[src/hw/rtl/mrprb_pkg.sv]
package mrprb_pkg;

   localparam int PACKETS     = 16;
   localparam int SLOTS       = 8;
   localparam int READERS     = 3;
   localparam int SCALE_SHIFT = 18;

   localparam int PKT_W  = (PACKETS > 1) ? $clog2(PACKETS) : 1;
   localparam int SLOT_W = (SLOTS > 1) ? $clog2(SLOTS) : 1;
   localparam int RDR_W  = (READERS > 1) ? $clog2(READERS) : 1;
   localparam int ADDR_W = $clog2(PACKETS * SLOTS);
   // word counter: id, stamp, then SLOTS readings
   localparam int LAST_CNT = SLOTS + 1;
   localparam int CNT_W    = $clog2(LAST_CNT + 1);

   localparam logic ACTION_SAMPLE = 1'b0;
   localparam logic ACTION_READ   = 1'b1;

   localparam logic [1:0] KIND_ID      = 2'd0;
   localparam logic [1:0] KIND_STAMP   = 2'd1;
   localparam logic [1:0] KIND_READING = 2'd2;

   typedef struct packed {
      logic sample_take;
      logic read_start;
      logic emit;
      logic emit_none;
   } mrprb_cmd_type;

   typedef struct packed {
      logic empty;
      logic last_word;
      logic out_free;
   } mrprb_stat_type;

endpackage

[src/hw/rtl/mrprb_ctrl.sv]
module mrprb_ctrl
   import mrprb_pkg::*;
(
   input  logic           clock,
   input  logic           reset,
   input  logic           req_valid,
   output logic           req_ready,
   input  logic           req_action,
   input  mrprb_stat_type stat,
   output mrprb_cmd_type  cmd
);

   localparam logic [1:0] ST_IDLE   = 2'd0;
   localparam logic [1:0] ST_STREAM = 2'd1;
   localparam logic [1:0] ST_NONE   = 2'd2;

   logic [1:0] state_ff;
   logic [1:0] state_in;
   logic       req_take;

   assign req_ready = (state_ff == ST_IDLE);
   assign req_take  = req_valid && req_ready;

   always_comb begin
      cmd             = '0;
      state_in        = state_ff;
      cmd.sample_take = req_take && (req_action == ACTION_SAMPLE);
      unique case (state_ff)
         ST_IDLE: begin
            if (req_take && (req_action == ACTION_READ)) begin
               if (stat.empty) begin
                  state_in = ST_NONE;
               end else begin
                  cmd.read_start = 1'b1;
                  state_in       = ST_STREAM;
               end
            end
         end
         ST_STREAM: begin
            cmd.emit = stat.out_free;
            if (stat.out_free && stat.last_word) begin
               state_in = ST_IDLE;
            end
         end
         ST_NONE: begin
            cmd.emit_none = stat.out_free;
            if (stat.out_free) begin
               state_in = ST_IDLE;
            end
         end
         default: begin
            state_in = ST_IDLE;
         end
      endcase
   end

   always_ff @(posedge clock) begin
      if (reset) begin
         state_ff <= ST_IDLE;
      end else begin
         state_ff <= state_in;
      end
   end

`ifndef NO_ASSERTIONS
   a_no_accept_busy: assert property (@(posedge clock) disable iff (reset)
      (state_ff != ST_IDLE) |-> !(cmd.sample_take || cmd.read_start))
      else $error("transaction accepted while a response is in flight");
   a_stream_exit: assert property (@(posedge clock) disable iff (reset)
      (cmd.emit && stat.last_word) |=> (state_ff == ST_IDLE))
      else $error("stream did not end after last word");
   a_one_cmd: assert property (@(posedge clock) disable iff (reset)
      $onehot0({cmd.sample_take, cmd.read_start, cmd.emit, cmd.emit_none}))
      else $error("conflicting datapath commands");
`endif

endmodule

[config.mk]
export PLATFORM = sky130hd
export DESIGN_NAME = mrprb_ctrl
export DESIGN_NICKNAME = d
export VERILOG_FILES = /design/src/hw/rtl/mrprb_pkg.sv /design/src/hw/rtl/mrprb_ctrl.sv
export SDC_FILE = /design/constraint.sdc
export NUM_CORES = 1
export LEC_CHECK = 0
export BUFFER_PORTS_ARGS = -buffer_cell sky130_fd_sc_hd__buf_4
export CAP_MARGIN = 20
export CORE_AREA = 2 2 39 41
export CTS_CLUSTER_SIZE = 12
export DETAILED_ROUTE_END_ITERATION = 7
export DIE_AREA = 0 0 41 43
export PLACE_DENSITY = 0.35
export SYNTH_ARGS = -nofsm -noshare
export SYNTH_HDL_FRONTEND = slang
export SYNTH_SLANG_ARGS = --single-unit
[constraint.sdc]
create_clock -name clock -period 2.1 [get_ports clock]
set_input_delay 0.42 -clock clock [delete_from_list [all_inputs] [get_ports clock]]
set_output_delay 0.42 -clock clock [all_outputs]
set_load 0.01 [all_outputs]
==> reports/results.ini <==
[cells_and_area]
layout.cells.non_filler=46
largest_register_ffs=2
mostFrequentLayoutCell=buf_4
final_area_um2=251
syn2layout_area_growth_pct=99.0
final_nets=39
layout-drive-gt1-share_pct=53.3
reg_top3=state_ff x2
top_register=state_ff
layout_common_cells=11 x buf_4, 3 x nor2_1, 3 x clkbuf_4
antenna_cells=0
final_core_util_pct=18.2

[setup_path]
worstPathBufferInverterCount=1
cp_top_family=simple AND/OR/NAND/NOR gates
cp.required_ns=1.68
cp-startpoint=state_ff[0]
r2r_slack_ns=1.15
start_kind=register
cp_slowest_cell=nor4_2
cp.arrival_ns=1.10
cpPeakStageDelay_ns=0.35
endpoint_kind=output port
worstSetupPathType=reg -> out
path_cells=nor4_2, buf_4
r2r-start=state_ff[1]
cp_max_fo=6

[power]
pwr_density_cell_nw_per_um2=617
p_sw_uw=34.8
p_comb_share_pct=18.4
power.share.clock_pct=54.2
seqPwrFrac_pct=27.4
vdd_drop_max_uv=105
p_int_uw=120
p_leak_nw=0.122
power_uw=155
p_sw_share_pct=22.4

[routing]
vias_per_cell=3.54
ant_nets=0
first_pass_iters=2
routed-via-count=163
drc=0
drtIter0Drc=2
routed_wl_um=407
wl_per_cell_um=8.85

[sta]
rsz0062_at_grt=no
setup_ws_ns=0.580
finalClockSkew_ns=0.000713
report.final.slew_viol_count=0
setup_violations=0
hold_viol=0
worstMarginPinSlew_ns=0.285
whs_ns=0.361
period_share_pct=72.4
period_needed_ns=1.52
fmax_mhz=658
slew_headroom_pct=80.8
tns_ns=0

[synth]
synth_xor_area_share_pct=0
syn-num-nets=23
yosysSeqAreaShare_pct=31.7
synth_top_family_by_area=simple AND/OR/NAND/NOR gates
syn_inst=16
synth_cell_types=12
muxShareOfSynthArea_pct=8.91
synth_top_area_share_pct=31.7
synth-simple-area-share_pct=44.6
ys_top_cells_by_area=dfxtp_1 32%, nor4_2 9.9%, mux2_2 8.9%
ys_warn_count=0
ys_ff_latch=2
syn_area_um2=126
synthAdderAreaFrac_pct=0
yosys.area.top_type=dfxtp_1
synth-compound-area-share_pct=11.9
syn_avg_cell_area_um2=7.90

[clock_tree]
root_buffer=clkbuf_4
cts.repair.resized=0
clk_pin_slew_worst_paths_ns=0.03
clock-sinks=2
clock_latency_ns=0.22
post_cts_buffers=0
clk_path_buf_depth=2
cts_tree=built
hold_buffers=0
htree_levels=1
cts-buffers-inserted=3

[place]
place_ws_ns=0.685
place_area_um2=229
gp_congestion=0.576
dp.cells=43
portBuffers=11

[run]
cap_violations=0

[min_path]
hp-start=reset
hold_class=in -> reg

[floorplan]
row_count=14
die_height_um=43
pin_count=12
core_um2=1380
chipWidth_um=41
die_area_um2=1760
start_util_pct=9.13

[global_routing]
grt_pass1_wl_um=607
grt_max_degree=7
grt_usage_pct=5.71
antenna_found_initial=0
grt.overflow.total=0
grt_pass1_vias=169

[run_status]
run_status=completed

==> final timing paths <==
path                                    end  cells past startpoint
worst max-delay path                 cmd[2]                      2
worst min-delay path            state_ff[1]                      2
worst max register to register  state_ff[1]                      2
worst min register to register  state_ff[1]                      1
==> metal layers <==
| metal | routed length (µm) | share of wire, % | track usage (%) | up-vias |
|---|---|---|---|---|
| li1 | - | - | - | 86 |
| met1 | 164 | 40 | 6.07 | 63 |
| met2 | 149 | 37 | 5.94 | 12 |
| met3 | 82 | 20 | 3.66 | 2 |
| met4 | 10 | 2.5 | 8.00 | 0 |
| met5 | 0 | 0 | 0 | - |
==> power groups by stage <==
stage / combinational, mW / sequential, mW / clock, mW
2_1_floorplan: 0.0105 / 0.0426 / 0
3_3_place_gp: 0.0287 / 0.0432 / 0
3_5_place_dp: 0.0289 / 0.0430 / 0
4_1_cts: 0.0290 / 0.0425 / 0.0921
5_1_grt: 0.0315 / 0.0431 / 0.0913
6_report: 0.0286 / 0.0425 / 0.0840
==> worst reg2reg max path, stage by stage (launching register included) <==
cell and delay (ns):
dfxtp_1 0.41, mux2_2 0.35, nor3_1 0.11
==> cells in the mapped netlist <==
| cell | n |
|---|---|
| nor2_1 | 3 |
| dfxtp_1 | 2 |
| nand2_1 | 2 |
| a21oi_1 | 1 |
| inv_1 | 1 |
| mux2_2 | 1 |
| nand2b_1 | 1 |
| nand3_1 | 1 |
| nor3_1 | 1 |
| nor4_2 | 1 |
| nor4b_1 | 1 |
| o21ba_1 | 1 |
==> cells by family (layout without fill, tap and decap cells) <==
group                  Yosys count  after routing
muxes                            1              1
and+or+nand+nor                 10             10
buffers and inverters            1             15
AOI/OAI and AO/OA                2              2
DFF                              2              2
==> area by class of cell <==
cell class | count | area, µm²
tap | 16 | 20.0
fill | 165 | 1130
multi-input combinational | 13 | 82.6
clock buffer | 3 | 22.5
timing repair buffer | 11 | 82.6
inverter | 1 | 3.75
sequential | 2 | 40.0
No activity file was read; power rests on OpenSTA's default activity.
